[src/hdl/mtc_pkg.sv]
// Shared types, constants and a helper function for the MIDI transport clock.
package mtc_pkg;

	localparam int DIVIDEND_W = 32;
	localparam int DIV_BITS_PER_CYCLE = 2;
	localparam int DIV_CYCLES = DIVIDEND_W / DIV_BITS_PER_CYCLE;

	localparam int TEMPO_W = 13;
	localparam int PERIOD_W = 24;

	localparam logic [TEMPO_W-1:0] TEMPO_MIN = 13'd320;
	localparam logic [TEMPO_W-1:0] TEMPO_MAX = 13'd4800;
	localparam logic [TEMPO_W-1:0] TEMPO_RESET = 13'd1920;

	localparam logic [31:0] TAP_LIMIT_US = 32'd2000000;
	localparam logic [DIVIDEND_W-1:0] TAP_NUM = 32'd960000000;
	localparam logic [DIVIDEND_W-1:0] PERIOD_NUM = 32'd960000000;
	localparam longint unsigned CLOCK_NUM_BASE = 64'd40000000;

	typedef enum logic [3:0] {
		OP_TICK        = 4'd0,
		OP_PLAY        = 4'd1,
		OP_STOP        = 4'd2,
		OP_CONTINUE    = 4'd3,
		OP_MIDI_CLOCK  = 4'd4,
		OP_MIDI_START  = 4'd5,
		OP_MIDI_STOP   = 4'd6,
		OP_MIDI_CONT   = 4'd7,
		OP_TAP         = 4'd8,
		OP_SET_TEMPO   = 4'd9
	} opcode_t;

	function automatic logic [TEMPO_W-1:0] clamp_tempo(input logic [31:0] t);
		logic [TEMPO_W-1:0] r;
		if (t < 32'(TEMPO_MIN)) begin
			r = TEMPO_MIN;
		end else if (t > 32'(TEMPO_MAX)) begin
			r = TEMPO_MAX;
		end else begin
			r = t[TEMPO_W-1:0];
		end
		return r;
	endfunction

endpackage

[src/hdl/mtc_if.sv]
// Handshake channel interfaces for events, results and configuration writes.
interface mtc_event_if;
	logic        valid;
	logic        ready;
	logic [3:0]  opcode;
	logic [31:0] timestamp_us;
	logic [15:0] tempo_value;

	modport source (output valid, output opcode, output timestamp_us, output tempo_value,
		input ready);
	modport sink (input valid, input opcode, input timestamp_us, input tempo_value,
		output ready);
endinterface

interface mtc_result_if;
	logic        valid;
	logic        ready;
	logic [31:0] tick_count;
	logic        beat_event;
	logic [31:0] beat_number;
	logic        bar_event;
	logic [29:0] bar_number;
	logic [12:0] tempo_out;
	logic [23:0] tick_period_us;
	logic        playing;

	modport source (output valid, output tick_count, output beat_event, output beat_number,
		output bar_event, output bar_number, output tempo_out, output tick_period_us,
		output playing, input ready);
	modport sink (input valid, input tick_count, input beat_event, input beat_number,
		input bar_event, input bar_number, input tempo_out, input tick_period_us,
		input playing, output ready);
endinterface

interface mtc_cfg_if;
	logic valid;
	logic ready;
	logic clock_source;

	modport source (output valid, output clock_source, input ready);
	modport sink (input valid, input clock_source, output ready);
endinterface

[src/hdl/mtc_divider.sv]
// Shared restoring divider that retires two quotient bits per cycle.
module mtc_divider #(
	parameter int DIVISOR_W = 38
) (
	input  logic                            clk,
	input  logic                            arst_n,
	input  logic                            start,
	input  logic [mtc_pkg::DIVIDEND_W-1:0]  dividend,
	input  logic [DIVISOR_W-1:0]            divisor,
	output logic                            busy,
	output logic                            done,
	output logic [mtc_pkg::DIVIDEND_W-1:0]  quotient
);

	localparam int DW = mtc_pkg::DIVIDEND_W;
	localparam int CNT_W = $clog2(mtc_pkg::DIV_CYCLES);
	localparam logic [CNT_W-1:0] CNT_LAST = CNT_W'(mtc_pkg::DIV_CYCLES - 1);

	// Upper part holds the partial remainder, lower part shifts the dividend out
	// and the quotient in.
	logic [DIVISOR_W+DW-1:0] rq_q;
	logic [CNT_W-1:0]        cnt_q;
	logic                    busy_q;
	logic                    done_q;
	logic [DIVISOR_W-1:0]    divisor_q;

	// A zero divisor subtracts on every step, so the quotient comes out all ones.
	function automatic logic [DIVISOR_W+DW-1:0] div_step(
		input logic [DIVISOR_W+DW-1:0] rq,
		input logic [DIVISOR_W-1:0]    dsr
	);
		logic [DIVISOR_W:0] trial;
		logic [DIVISOR_W:0] diff;
		logic [DIVISOR_W+DW-1:0] r;
		trial = rq[DIVISOR_W+DW-1:DW-1];
		diff = trial - {1'b0, dsr};
		if (trial >= {1'b0, dsr}) begin
			r = {diff[DIVISOR_W-1:0], rq[DW-2:0], 1'b1};
		end else begin
			r = {trial[DIVISOR_W-1:0], rq[DW-2:0], 1'b0};
		end
		return r;
	endfunction

	function automatic logic [DIVISOR_W+DW-1:0] div_cycle(
		input logic [DIVISOR_W+DW-1:0] rq,
		input logic [DIVISOR_W-1:0]    dsr
	);
		logic [DIVISOR_W+DW-1:0] r;
		r = rq;
		for (int i = 0; i < mtc_pkg::DIV_BITS_PER_CYCLE; i++) begin
			r = div_step(r, dsr);
		end
		return r;
	endfunction

	always_ff @(posedge clk or negedge arst_n) begin
		if (!arst_n) begin
			busy_q <= 1'b0;
			done_q <= 1'b0;
			cnt_q <= '0;
		end else begin
			done_q <= 1'b0;
			if (start) begin
				busy_q <= 1'b1;
				cnt_q <= '0;
			end else if (busy_q) begin
				cnt_q <= cnt_q + 1'b1;
				if (cnt_q == CNT_LAST) begin
					busy_q <= 1'b0;
					done_q <= 1'b1;
				end
			end
		end
	end

	always_ff @(posedge clk) begin
		if (start) begin
			rq_q <= {{DIVISOR_W{1'b0}}, dividend};
			divisor_q <= divisor;
		end else if (busy_q) begin
			rq_q <= div_cycle(rq_q, divisor_q);
		end
	end

	assign busy = busy_q;
	assign done = done_q;
	assign quotient = rq_q[DW-1:0];

endmodule

[src/hdl/midi_transport_clock.sv]
// Top level of the MIDI transport clock: event sequencer, state and interval ring.
//
// One event is taken at a time and answered with exactly one result. A tick, a transport
// command or an event that changes nothing goes from acceptance via ST_OUT into the result
// register once it is free; a MIDI clock pulse whose interval sum comes out zero passes
// ST_RING_UPD first. Set tempo runs ST_PERIOD_MUL, ST_PERIOD_GO and ST_DIV_PERIOD; a tap
// that changes tempo runs ST_DIV_TEMPO before them and a MIDI clock pulse ST_RING_UPD and
// ST_DIV_TEMPO. Every tempo division and the following tick period division go through
// one shared divider that retires two quotient bits per cycle. The interval ring is held
// in a small memory with one valid bit per entry, so it needs no clearing pass after
// reset. The next event is accepted while a finished result still waits in the output
// register; its own result waits behind that one and the input stalls until it leaves.
module midi_transport_clock #(
	parameter int TICKS_PER_BEAT = 96,
	parameter int CLOCK_AVERAGE_DEPTH = 8
) (
	input  logic        clk,
	input  logic        arst_n,
	mtc_event_if.sink   events,
	mtc_result_if.source results,
	mtc_cfg_if.sink     cfg
);

	localparam int TW = mtc_pkg::TEMPO_W;
	localparam int DW = mtc_pkg::DIVIDEND_W;
	localparam int PW = mtc_pkg::PERIOD_W;
	localparam int DEPTH = CLOCK_AVERAGE_DEPTH;
	localparam int POS_W = (DEPTH > 1) ? $clog2(DEPTH) : 1;
	localparam int TOT_W = 32 + $clog2(DEPTH);
	localparam int PROD_W = TW + $clog2(TICKS_PER_BEAT + 1);
	localparam int DIV_W = (TOT_W > PROD_W) ? TOT_W : PROD_W;
	localparam int SUB_W = $clog2(TICKS_PER_BEAT);
	localparam logic [SUB_W-1:0] SUB_LAST = SUB_W'(TICKS_PER_BEAT - 1);
	localparam logic [POS_W-1:0] POS_LAST = POS_W'(DEPTH - 1);
	localparam logic [DW-1:0] CLOCK_NUM = DW'(mtc_pkg::CLOCK_NUM_BASE * DEPTH);
	localparam logic [PW-1:0] PERIOD_RESET = PW'(64'(mtc_pkg::PERIOD_NUM)
		/ (64'(mtc_pkg::TEMPO_RESET) * TICKS_PER_BEAT));

	typedef enum logic [6:0] {
		ST_IDLE       = 7'b0000001,
		ST_RING_UPD   = 7'b0000010,
		ST_DIV_TEMPO  = 7'b0000100,
		ST_PERIOD_MUL = 7'b0001000,
		ST_PERIOD_GO  = 7'b0010000,
		ST_DIV_PERIOD = 7'b0100000,
		ST_OUT        = 7'b1000000
	} state_t;

	state_t state_q;

	logic             clock_source_q;
	logic [31:0]      tick_q;
	logic [31:0]      beat_q;
	logic [SUB_W-1:0] sub_q;
	logic             playing_q;
	logic [TW-1:0]    tempo_q;
	logic [PW-1:0]    period_q;
	logic [31:0]      prev_beat_q;
	logic [29:0]      prev_bar_q;
	logic             beat_ev_q;
	logic             bar_ev_q;
	logic [POS_W-1:0] pos_q;
	logic [TOT_W-1:0] total_q;
	logic [31:0]      last_clock_q;
	logic [31:0]      last_tap_q;
	logic             tap_seen_q;
	logic             tap_mode_q;
	logic [31:0]      interval_q;
	logic [PROD_W-1:0] prod_q;

	logic [31:0]      ring_mem [0:DEPTH-1];
	logic [DEPTH-1:0] ring_vld_q;
	logic [31:0]      ring_rd_q;
	logic             ring_rd_vld_q;

	logic             out_valid_q;
	logic [31:0]      out_tick_q;
	logic             out_beat_ev_q;
	logic [31:0]      out_beat_q;
	logic             out_bar_ev_q;
	logic [TW-1:0]    out_tempo_q;
	logic [PW-1:0]    out_period_q;
	logic             out_playing_q;

	logic             acc;
	mtc_pkg::opcode_t op;
	logic [31:0]      tick_inc;
	logic [31:0]      beat_inc;
	logic [SUB_W-1:0] sub_inc;
	logic [31:0]      clk_interval;
	logic [31:0]      tap_interval;
	logic [31:0]      ring_old;
	logic [TOT_W-1:0] total_new;
	logic [32:0]      tap_sum;
	logic             ring_we;
	logic             out_load;

	logic             div_start;
	logic [DW-1:0]    div_dividend;
	logic [DIV_W-1:0] div_divisor;
	logic             div_busy;
	logic             div_done;
	logic [DW-1:0]    div_quotient;

	assign acc = events.valid && events.ready;
	assign events.ready = (state_q == ST_IDLE);
	assign op = mtc_pkg::opcode_t'(events.opcode);
	assign cfg.ready = 1'b1;

	// Beat number is kept as a counter beside the tick counter; it restarts with the
	// tick counter when that wraps around.
	always_comb begin
		tick_inc = tick_q + 32'd1;
		if (&tick_q) begin
			beat_inc = '0;
			sub_inc = '0;
		end else if (sub_q == SUB_LAST) begin
			beat_inc = beat_q + 32'd1;
			sub_inc = '0;
		end else begin
			beat_inc = beat_q;
			sub_inc = sub_q + 1'b1;
		end
	end

	assign clk_interval = events.timestamp_us - last_clock_q;
	assign tap_interval = events.timestamp_us - last_tap_q;
	assign ring_old = ring_rd_vld_q ? ring_rd_q : 32'd0;
	assign total_new = TOT_W'(total_q - TOT_W'(ring_old) + TOT_W'(interval_q));
	assign tap_sum = {1'b0, div_quotient} + 33'(tempo_q);
	assign ring_we = (state_q == ST_RING_UPD);
	assign out_load = (state_q == ST_OUT) && (!out_valid_q || results.ready);

	always_comb begin
		div_start = 1'b0;
		div_dividend = mtc_pkg::PERIOD_NUM;
		div_divisor = DIV_W'(prod_q);
		unique case (state_q)
			ST_IDLE: begin
				if (acc && op == mtc_pkg::OP_TAP && tap_seen_q
					&& tap_interval < mtc_pkg::TAP_LIMIT_US) begin
					div_start = 1'b1;
					div_dividend = mtc_pkg::TAP_NUM;
					div_divisor = DIV_W'(tap_interval);
				end
			end
			ST_RING_UPD: begin
				div_start = (total_new != '0);
				div_dividend = CLOCK_NUM;
				div_divisor = DIV_W'(total_new);
			end
			ST_PERIOD_GO: begin
				div_start = 1'b1;
			end
			default: begin
			end
		endcase
	end

	mtc_divider #(
		.DIVISOR_W (DIV_W)
	) u_divider (
		.clk      (clk),
		.arst_n   (arst_n),
		.start    (div_start),
		.dividend (div_dividend),
		.divisor  (div_divisor),
		.busy     (div_busy),
		.done     (div_done),
		.quotient (div_quotient)
	);

	always_ff @(posedge clk or negedge arst_n) begin
		if (!arst_n) begin
			state_q <= ST_IDLE;
			clock_source_q <= 1'b0;
			tick_q <= '0;
			beat_q <= '0;
			sub_q <= '0;
			playing_q <= 1'b0;
			tempo_q <= mtc_pkg::TEMPO_RESET;
			period_q <= PERIOD_RESET;
			prev_beat_q <= '0;
			prev_bar_q <= '0;
			beat_ev_q <= 1'b0;
			bar_ev_q <= 1'b0;
			pos_q <= '0;
			total_q <= '0;
			last_clock_q <= '0;
			last_tap_q <= '0;
			tap_seen_q <= 1'b0;
			tap_mode_q <= 1'b0;
			ring_vld_q <= '0;
			ring_rd_vld_q <= 1'b0;
			out_valid_q <= 1'b0;
		end else begin
			if (cfg.valid && cfg.ready) begin
				clock_source_q <= cfg.clock_source;
			end
			ring_rd_vld_q <= ring_vld_q[pos_q];
			if (out_load) begin
				out_valid_q <= 1'b1;
			end else if (results.ready) begin
				out_valid_q <= 1'b0;
			end

			unique case (state_q)
				ST_IDLE: begin
					if (acc) begin
						beat_ev_q <= 1'b0;
						bar_ev_q <= 1'b0;
						state_q <= ST_OUT;
						unique case (op)
							mtc_pkg::OP_TICK: begin
								if (playing_q && !clock_source_q) begin
									tick_q <= tick_inc;
									beat_q <= beat_inc;
									sub_q <= sub_inc;
									if (beat_inc != prev_beat_q) begin
										prev_beat_q <= beat_inc;
										beat_ev_q <= 1'b1;
									end
									if (beat_inc[31:2] != prev_bar_q) begin
										prev_bar_q <= beat_inc[31:2];
										bar_ev_q <= 1'b1;
									end
								end
							end
							mtc_pkg::OP_PLAY: begin
								if (!playing_q) begin
									tick_q <= '0;
									beat_q <= '0;
									sub_q <= '0;
									playing_q <= 1'b1;
								end
							end
							mtc_pkg::OP_STOP, mtc_pkg::OP_MIDI_STOP: begin
								tick_q <= '0;
								beat_q <= '0;
								sub_q <= '0;
								playing_q <= 1'b0;
							end
							mtc_pkg::OP_CONTINUE, mtc_pkg::OP_MIDI_CONT: begin
								playing_q <= 1'b1;
							end
							mtc_pkg::OP_MIDI_START: begin
								tick_q <= '0;
								beat_q <= '0;
								sub_q <= '0;
								playing_q <= 1'b1;
							end
							mtc_pkg::OP_MIDI_CLOCK: begin
								// The ring entry at pos_q is read on this edge and used
								// in the next cycle.
								if (clock_source_q) begin
									interval_q <= clk_interval;
									last_clock_q <= events.timestamp_us;
									state_q <= ST_RING_UPD;
								end
							end
							mtc_pkg::OP_TAP: begin
								last_tap_q <= events.timestamp_us;
								tap_seen_q <= 1'b1;
								if (tap_seen_q && tap_interval < mtc_pkg::TAP_LIMIT_US) begin
									tap_mode_q <= 1'b1;
									state_q <= ST_DIV_TEMPO;
								end
							end
							mtc_pkg::OP_SET_TEMPO: begin
								tempo_q <= mtc_pkg::clamp_tempo(32'(events.tempo_value));
								state_q <= ST_PERIOD_MUL;
							end
							default: begin
							end
						endcase
					end
				end
				ST_RING_UPD: begin
					total_q <= total_new;
					ring_vld_q[pos_q] <= 1'b1;
					pos_q <= (pos_q == POS_LAST) ? '0 : pos_q + 1'b1;
					tap_mode_q <= 1'b0;
					state_q <= (total_new != '0) ? ST_DIV_TEMPO : ST_OUT;
				end
				ST_DIV_TEMPO: begin
					if (div_done) begin
						// A tap with a zero interval divides by zero; the all-ones
						// quotient clamps to the top tempo, as intended.
						if (tap_mode_q) begin
							tempo_q <= mtc_pkg::clamp_tempo(tap_sum[32:1]);
						end else begin
							tempo_q <= mtc_pkg::clamp_tempo(div_quotient);
						end
						state_q <= ST_PERIOD_MUL;
					end
				end
				ST_PERIOD_MUL: begin
					state_q <= ST_PERIOD_GO;
				end
				ST_PERIOD_GO: begin
					state_q <= ST_DIV_PERIOD;
				end
				ST_DIV_PERIOD: begin
					if (div_done) begin
						period_q <= div_quotient[PW-1:0];
						state_q <= ST_OUT;
					end
				end
				ST_OUT: begin
					if (out_load) begin
						state_q <= ST_IDLE;
					end
				end
				default: begin
					state_q <= ST_IDLE;
				end
			endcase
		end
	end

	always_ff @(posedge clk) begin
		if (state_q == ST_PERIOD_MUL) begin
			prod_q <= PROD_W'(tempo_q) * PROD_W'(TICKS_PER_BEAT);
		end
	end

	always_ff @(posedge clk) begin
		if (ring_we) begin
			ring_mem[pos_q] <= interval_q;
		end
		ring_rd_q <= ring_mem[pos_q];
	end

	always_ff @(posedge clk) begin
		if (out_load) begin
			out_tick_q <= tick_q;
			out_beat_ev_q <= beat_ev_q;
			out_beat_q <= beat_q;
			out_bar_ev_q <= bar_ev_q;
			out_tempo_q <= tempo_q;
			out_period_q <= period_q;
			out_playing_q <= playing_q;
		end
	end

	assign results.valid = out_valid_q;
	assign results.tick_count = out_tick_q;
	assign results.beat_event = out_beat_ev_q;
	assign results.beat_number = out_beat_q;
	assign results.bar_event = out_bar_ev_q;
	assign results.bar_number = out_beat_q[31:2];
	assign results.tempo_out = out_tempo_q;
	assign results.tick_period_us = out_period_q;
	assign results.playing = out_playing_q;

`ifndef ASSERT_OFF
	a_tempo_range: assert property (@(posedge clk) disable iff (!arst_n)
		tempo_q >= mtc_pkg::TEMPO_MIN && tempo_q <= mtc_pkg::TEMPO_MAX)
		else $error("tempo left its legal range");

	a_div_start_free: assert property (@(posedge clk) disable iff (!arst_n)
		div_start |-> !div_busy)
		else $error("divider started while busy");

	a_accept_leaves_idle: assert property (@(posedge clk) disable iff (!arst_n)
		acc |=> state_q != ST_IDLE)
		else $error("accepted request did not leave idle");

	a_sub_beat_range: assert property (@(posedge clk) disable iff (!arst_n)
		sub_q <= SUB_LAST)
		else $error("sub-beat counter out of range");
`endif

endmodule

[src/flat_wrapper.sv]
// flat-port wrapper written by rule: the top's interface ports become plain ports
module midi_transport_clock_flat 
#(
	parameter int TICKS_PER_BEAT = 96,
	parameter int CLOCK_AVERAGE_DEPTH = 8
)
  (clk, arst_n, events_valid, events_opcode, events_timestamp_us, events_tempo_value, events_ready, results_valid, results_tick_count, results_beat_event, results_beat_number, results_bar_event, results_bar_number, results_tempo_out, results_tick_period_us, results_playing, results_ready, cfg_valid, cfg_clock_source, cfg_ready);
  mtc_event_if events_i ();
  mtc_result_if results_i ();
  mtc_cfg_if cfg_i ();
  input  logic clk;
  input  logic arst_n;
  input wire logic [$bits(events_i.valid)-1:0] events_valid;
  input wire logic [$bits(events_i.opcode)-1:0] events_opcode;
  input wire logic [$bits(events_i.timestamp_us)-1:0] events_timestamp_us;
  input wire logic [$bits(events_i.tempo_value)-1:0] events_tempo_value;
  output wire logic [$bits(events_i.ready)-1:0] events_ready;
  output wire logic [$bits(results_i.valid)-1:0] results_valid;
  output wire logic [$bits(results_i.tick_count)-1:0] results_tick_count;
  output wire logic [$bits(results_i.beat_event)-1:0] results_beat_event;
  output wire logic [$bits(results_i.beat_number)-1:0] results_beat_number;
  output wire logic [$bits(results_i.bar_event)-1:0] results_bar_event;
  output wire logic [$bits(results_i.bar_number)-1:0] results_bar_number;
  output wire logic [$bits(results_i.tempo_out)-1:0] results_tempo_out;
  output wire logic [$bits(results_i.tick_period_us)-1:0] results_tick_period_us;
  output wire logic [$bits(results_i.playing)-1:0] results_playing;
  input wire logic [$bits(results_i.ready)-1:0] results_ready;
  input wire logic [$bits(cfg_i.valid)-1:0] cfg_valid;
  input wire logic [$bits(cfg_i.clock_source)-1:0] cfg_clock_source;
  output wire logic [$bits(cfg_i.ready)-1:0] cfg_ready;
  assign events_i.valid = events_valid;
  assign events_i.opcode = events_opcode;
  assign events_i.timestamp_us = events_timestamp_us;
  assign events_i.tempo_value = events_tempo_value;
  assign events_ready = events_i.ready;
  assign results_valid = results_i.valid;
  assign results_tick_count = results_i.tick_count;
  assign results_beat_event = results_i.beat_event;
  assign results_beat_number = results_i.beat_number;
  assign results_bar_event = results_i.bar_event;
  assign results_bar_number = results_i.bar_number;
  assign results_tempo_out = results_i.tempo_out;
  assign results_tick_period_us = results_i.tick_period_us;
  assign results_playing = results_i.playing;
  assign results_i.ready = results_ready;
  assign cfg_i.valid = cfg_valid;
  assign cfg_i.clock_source = cfg_clock_source;
  assign cfg_ready = cfg_i.ready;
  midi_transport_clock #(.TICKS_PER_BEAT(TICKS_PER_BEAT), .CLOCK_AVERAGE_DEPTH(CLOCK_AVERAGE_DEPTH)) u_core (.clk(clk), .arst_n(arst_n), .events(events_i), .results(results_i), .cfg(cfg_i));
endmodule
[config.mk]
export PLATFORM = sky130hd
export DESIGN_NAME = midi_transport_clock_flat
export DESIGN_NICKNAME = d
export VERILOG_FILES = /design/src/hdl/mtc_pkg.sv /design/src/hdl/mtc_if.sv /design/src/hdl/mtc_divider.sv /design/src/hdl/midi_transport_clock.sv /design/src/flat_wrapper.sv
export SDC_FILE = /design/constraint.sdc
export NUM_CORES = 2
export LEC_CHECK = 0
export BUFFER_PORTS_ARGS = -buffer_cell sky130_fd_sc_hd__buf_2
export CAP_MARGIN = 20
export CELL_PAD_IN_SITES_DETAIL_PLACEMENT = 0
export CELL_PAD_IN_SITES_GLOBAL_PLACEMENT = 1
export CORE_MARGIN = 4
export CORE_UTILIZATION = 40
export DETAILED_ROUTE_END_ITERATION = 10
export HOLD_SLACK_MARGIN = 0.12
export PLACE_DENSITY_LB_ADDON = 0.2
export SYNTH_ARGS = -nofsm -noshare
export SYNTH_HDL_FRONTEND = slang
export SYNTH_SLANG_ARGS = --single-unit
[constraint.sdc]
create_clock -name clk -period 6.15 [get_ports clk]
set_input_delay 1.845 -clock clk [delete_from_list [all_inputs] [get_ports clk]]
set_output_delay 1.845 -clock clk [all_outputs]
set_load 0.1 [all_outputs]
==> impl_summary.txt <==
----------------------------------------------------
[Run]
  Number of max-cap violations ... 0

[Min path]
  Hold Path Class ... reg2reg
  Hold Path Cell Cnt ... 0

[Clocking]
  Cell at the root of the clock tree ... clkbuf_16
  Clk pin slew, worst setup/hold paths ... 60 ps
  H-tree depth ... 3
  Total of hold buffers inserted after clock tree synthesis ... 0
  Clock Sink Count ... 842
  Clock tree from TritonCTS ... built
  Buffer levels on the longest clock path ... 3
  Clock buffer count from CTS ... 95
  Clock latency on the worst-skew pair ... 680 ps

[Global route]
  Total congestion overflow ... 0
  Vias in the first global route ... 34614
  Antenna violations before repair ... 3
  Maximum number of pins on one net before global-route repair ... 105
  GRT Total Usage ... 22.4%
  Wire length of the first global-routing pass ... 212 mm

[STA]
  Measured slew at the worst slew-check pin ... 1100 ps
  Portion of the clock cycle consumed by the worst path in the final layout ... 95.2%
  Unrepaired setup endpoints after global routing ... yes
  Worst clock skew on the final layout ... 33.3 ps
  Final hold violation count ... 0
  Final setup violation count ... 0
  Final-report max-slew violation count ... 0
  Achievable frequency ... 171 MHz
  Tmin final ... 5860 ps
  Slew HR ... 26.4%

[Worst setup path]
  Largest stage delay, worst path ... 460 ps
  Depth of the worst register-to-register path ... 26
  Required time of the worst setup path ... 6690 ps
  Top fanout value on the critical path ... 23
  Element type at the critical path end ... register
  Crit path max-delay cell type ... ha_1
  Crit start category ... register
  WS Path Type ... reg2reg
  Worst endpoint data arrival time ... 6390 ps

[Placement]
  Number of buffers inserted by port buffering ... 193
  Final RePlAce weighted congestion ... 0.904
  Post-DP HPWL ... 98.8 mm

[Final layout]
  Filler Cell Count ... 10759
  Final net count ... 4964
  Leading cell types in the layout, fill and taps excluded ... edfxtp_1 (474), nand2_1 (350), inv_1 (332)
  Most common library cell in the layout ignoring fill and taps ... edfxtp_1
  Share of layout cells above drive strength 1 ... 14.6%
  Area growth, synth to finish ... 14.7%
  Finished Core Util ... 46.2%

[Yosys]
  Number of warnings issued by yosys ... 0
  Number of nets in the synthesized netlist ... 4714
  Synthesized area divided by synthesized cell count ... 10.4 µm²
  Yosys reg bits ... 842
  Unique masters post-synth ... 109
  Async set-or-reset flop fraction in the synthesized netlist ... 35.7%
  Synthesized instance count ... 4419
  EDFF count, synth ... 474
  Most instantiated flip-flop cell in the synthesis netlist ... edfxtp_1
  Cell area after synthesis ... 46100 µm²
  Post-synthesis sequential area ratio ... 50.2%

[Drt]
  Violation count after the first detailed-route iteration ... 2587
  Count of vias placed by the detailed router ... 35021
  Total iterations of the first detailed-routing run ... 5
  Routed wire per std cell ... 22.1 µm
  Antenna-violating nets left ... 0
  Sum of routed wire length over all layers ... 138 mm
  Residual DRC ... 0
  Post-detailed-route via-to-cell ratio ... 5.59

[Pwr]
  Pwr Total ... 26.9 mW
  Worst voltage drop across the vdd grid ... 0.000270 V
  Leak Pwr ... 21.9 nW
  Total power per unit cell area ... 510 nW/µm²

[Floorplanning]
  Number of I/O pins ... 195
  Die footprint ... 121000 µm²
  Die Height ... 347 µm
  Initial standard-cell utilization of the core ... 40.3%
  Number of rows created at floorplan ... 124
  Core footprint ... 114000 µm²
  Die width ... 347 µm

[Run status]
  Outcome ... completed

----------------------------------------------------
==> synth_stat cells (104+ instances only) <==
library cell | instances | area share [%]
nor2_1 | 321 | 2.6
edfxtp_1 | 474 | 31
inv_1 | 332 | 2.7
ha_1 | 199 | 5.4
nand2_1 | 350 | 2.9
a21oi_1 | 237 | 2.6
a22oi_1 | 138 | 2.2
clkbuf_1 | 126 | 1.0
xnor2_1 | 111 | 2.1
dfrtp_1 | 291 | 16
xor2_1 | 104 | 2.0
o21ai_0 | 324 | 3.5
==> logic make-up (layout without fill, tap and decap cells) <==
family	count (synthesis)	count (layout)	share of synthesized area (%)
and+or+nand+nor	1321	1321	14.5
AOI/OAI and AO/OA	1171	1171	16.7
DFF	842	842	50.2
buffers and inverters	530	861	4.77
adders and majority gates	237	237	7.06
xor gates and xnor gates	215	215	4.09
muxes	102	102	2.75
other	1	2	0.00814
==> critical path: cells and delay by family (launching register included) <==
| kind | cells | cell delay, ps |
|---|---|---|
| AO/OA/AOI/OAI | 15 | 3140 |
| buffers and inverters | 6 | 970 |
| adder cells (fa/ha/maj) | 2 | 780 |
| flip-flops | 1 | 420 |
| AND/OR/NAND/NOR | 3 | 400 |
==> per-stage QoR <==
step | cell area, µm² | hold slack, ps | setup TNS [ps] | setup WS (ps) | std cells
detailed placement | 49400 | 432 | -58.6 | -58.6 | 6081
CTS | 52600 | 445 | 0 | 140 | 6259
global route | 52800 | 455 | -7.91 | -7.91 | 6262
floorplan | 46100 | 419 | 0 | 105 | 4419
finish | 52800 | 442 | 0 | 293 | 6263
global placement | 49400 | 430 | -39.1 | -39.1 | 6081
==> path summary, 6_finish.rpt <==
check                                                    startpoint                                          to  slack [ps]
max reg2reg                u_core.u_divider.divisor_q[21]$_DFFE_PP_      u_core.u_divider.rq_q[66]$_SDFFE_PP0P_         290
min                                  u_core.period_q[5]$_DFFE_PN0P_  u_core.results.tick_period_us[5]$_DFFE_PP_         440
min in group asynchronous                                    arst_n             u_core.period_q[14]$_DFFE_PN0P_        1100
max in group asynchronous                                    arst_n              u_core.total_q[18]$_DFFE_PN0P_        3820
min reg2reg                          u_core.period_q[5]$_DFFE_PN0P_  u_core.results.tick_period_us[5]$_DFFE_PP_         440
max                        u_core.u_divider.divisor_q[21]$_DFFE_PP_      u_core.u_divider.rq_q[66]$_SDFFE_PP0P_         290
==> flip-flops by register name, indices dropped and copies added, names as in the netlist, 8 cells and up <==
| signal | cells |
|---|---|
| u_core.prev_beat_q | 32 |
| u_core.prod_q | 15 |
| u_core.u_divider.divisor_q | 35 |
| u_core.results.tick_period_us | 24 |
| u_core.results.tick_count | 32 |
| u_core.last_clock_q | 32 |
| u_core.prev_bar_q | 30 |
| u_core.period_q | 24 |
| u_core.ring_vld_q | 8 |
| u_core.u_divider.rq_q | 67 |
| u_core.tempo_q | 13 |
| u_core.ring_rd_q | 32 |
| u_core.interval_q | 32 |
| u_core.results.tempo_out | 13 |
| u_core.tick_q | 32 |
| u_core.results.beat_number | 32 |
| u_core.total_q | 35 |
| u_core.last_tap_q | 32 |
| u_core.beat_q | 32 |
| u_core.ring_mem | 256 |
==> power breakdown <==
part	internal [mW]	switching [mW]	leakage (nW)	total, mW
Combinational	5.26	8.26	11.5	13.5
Clock	3.54	2.41	1.59	5.95
Sequential	6.89	0.576	8.82	7.47
Total	15.7	11.2	21.9	26.9
==> layer usage <==
| metal | vias to the layer above | share of wire (%) | GRT usage [%] |
|---|---|---|---|
| li1 | 16678 | - | - |
| met1 | 17325 | 46 | 31.8 |
| met2 | 847 | 47 | 36.9 |
| met3 | 167 | 4.8 | 2.69 |
| met4 | 4 | 1.8 | 5.10 |
| met5 | - | 0.019 | 0 |
==> repair_timing <==
action                                  4_1_cts  5_1_grt
endpoints found under the setup margin        0       36
setup buffers                                 0        2
resized for setup                             0       34
hold endpoints to repair                      0        0
==> area by class of cell <==
cell class	count	area, µm²	area share [%]
diodes	1	2.50	0.00474
flip-flops and latches	842	23100	43.8
well taps	1512	1890	3.58
clock inverters	50	581	1.10
repair buffers	350	2350	4.46
inverters	333	1250	2.37
multi-input cells	3047	20900	39.6
clock buffers	128	2690	5.09
No activity file was read; power rests on OpenSTA's default activity.
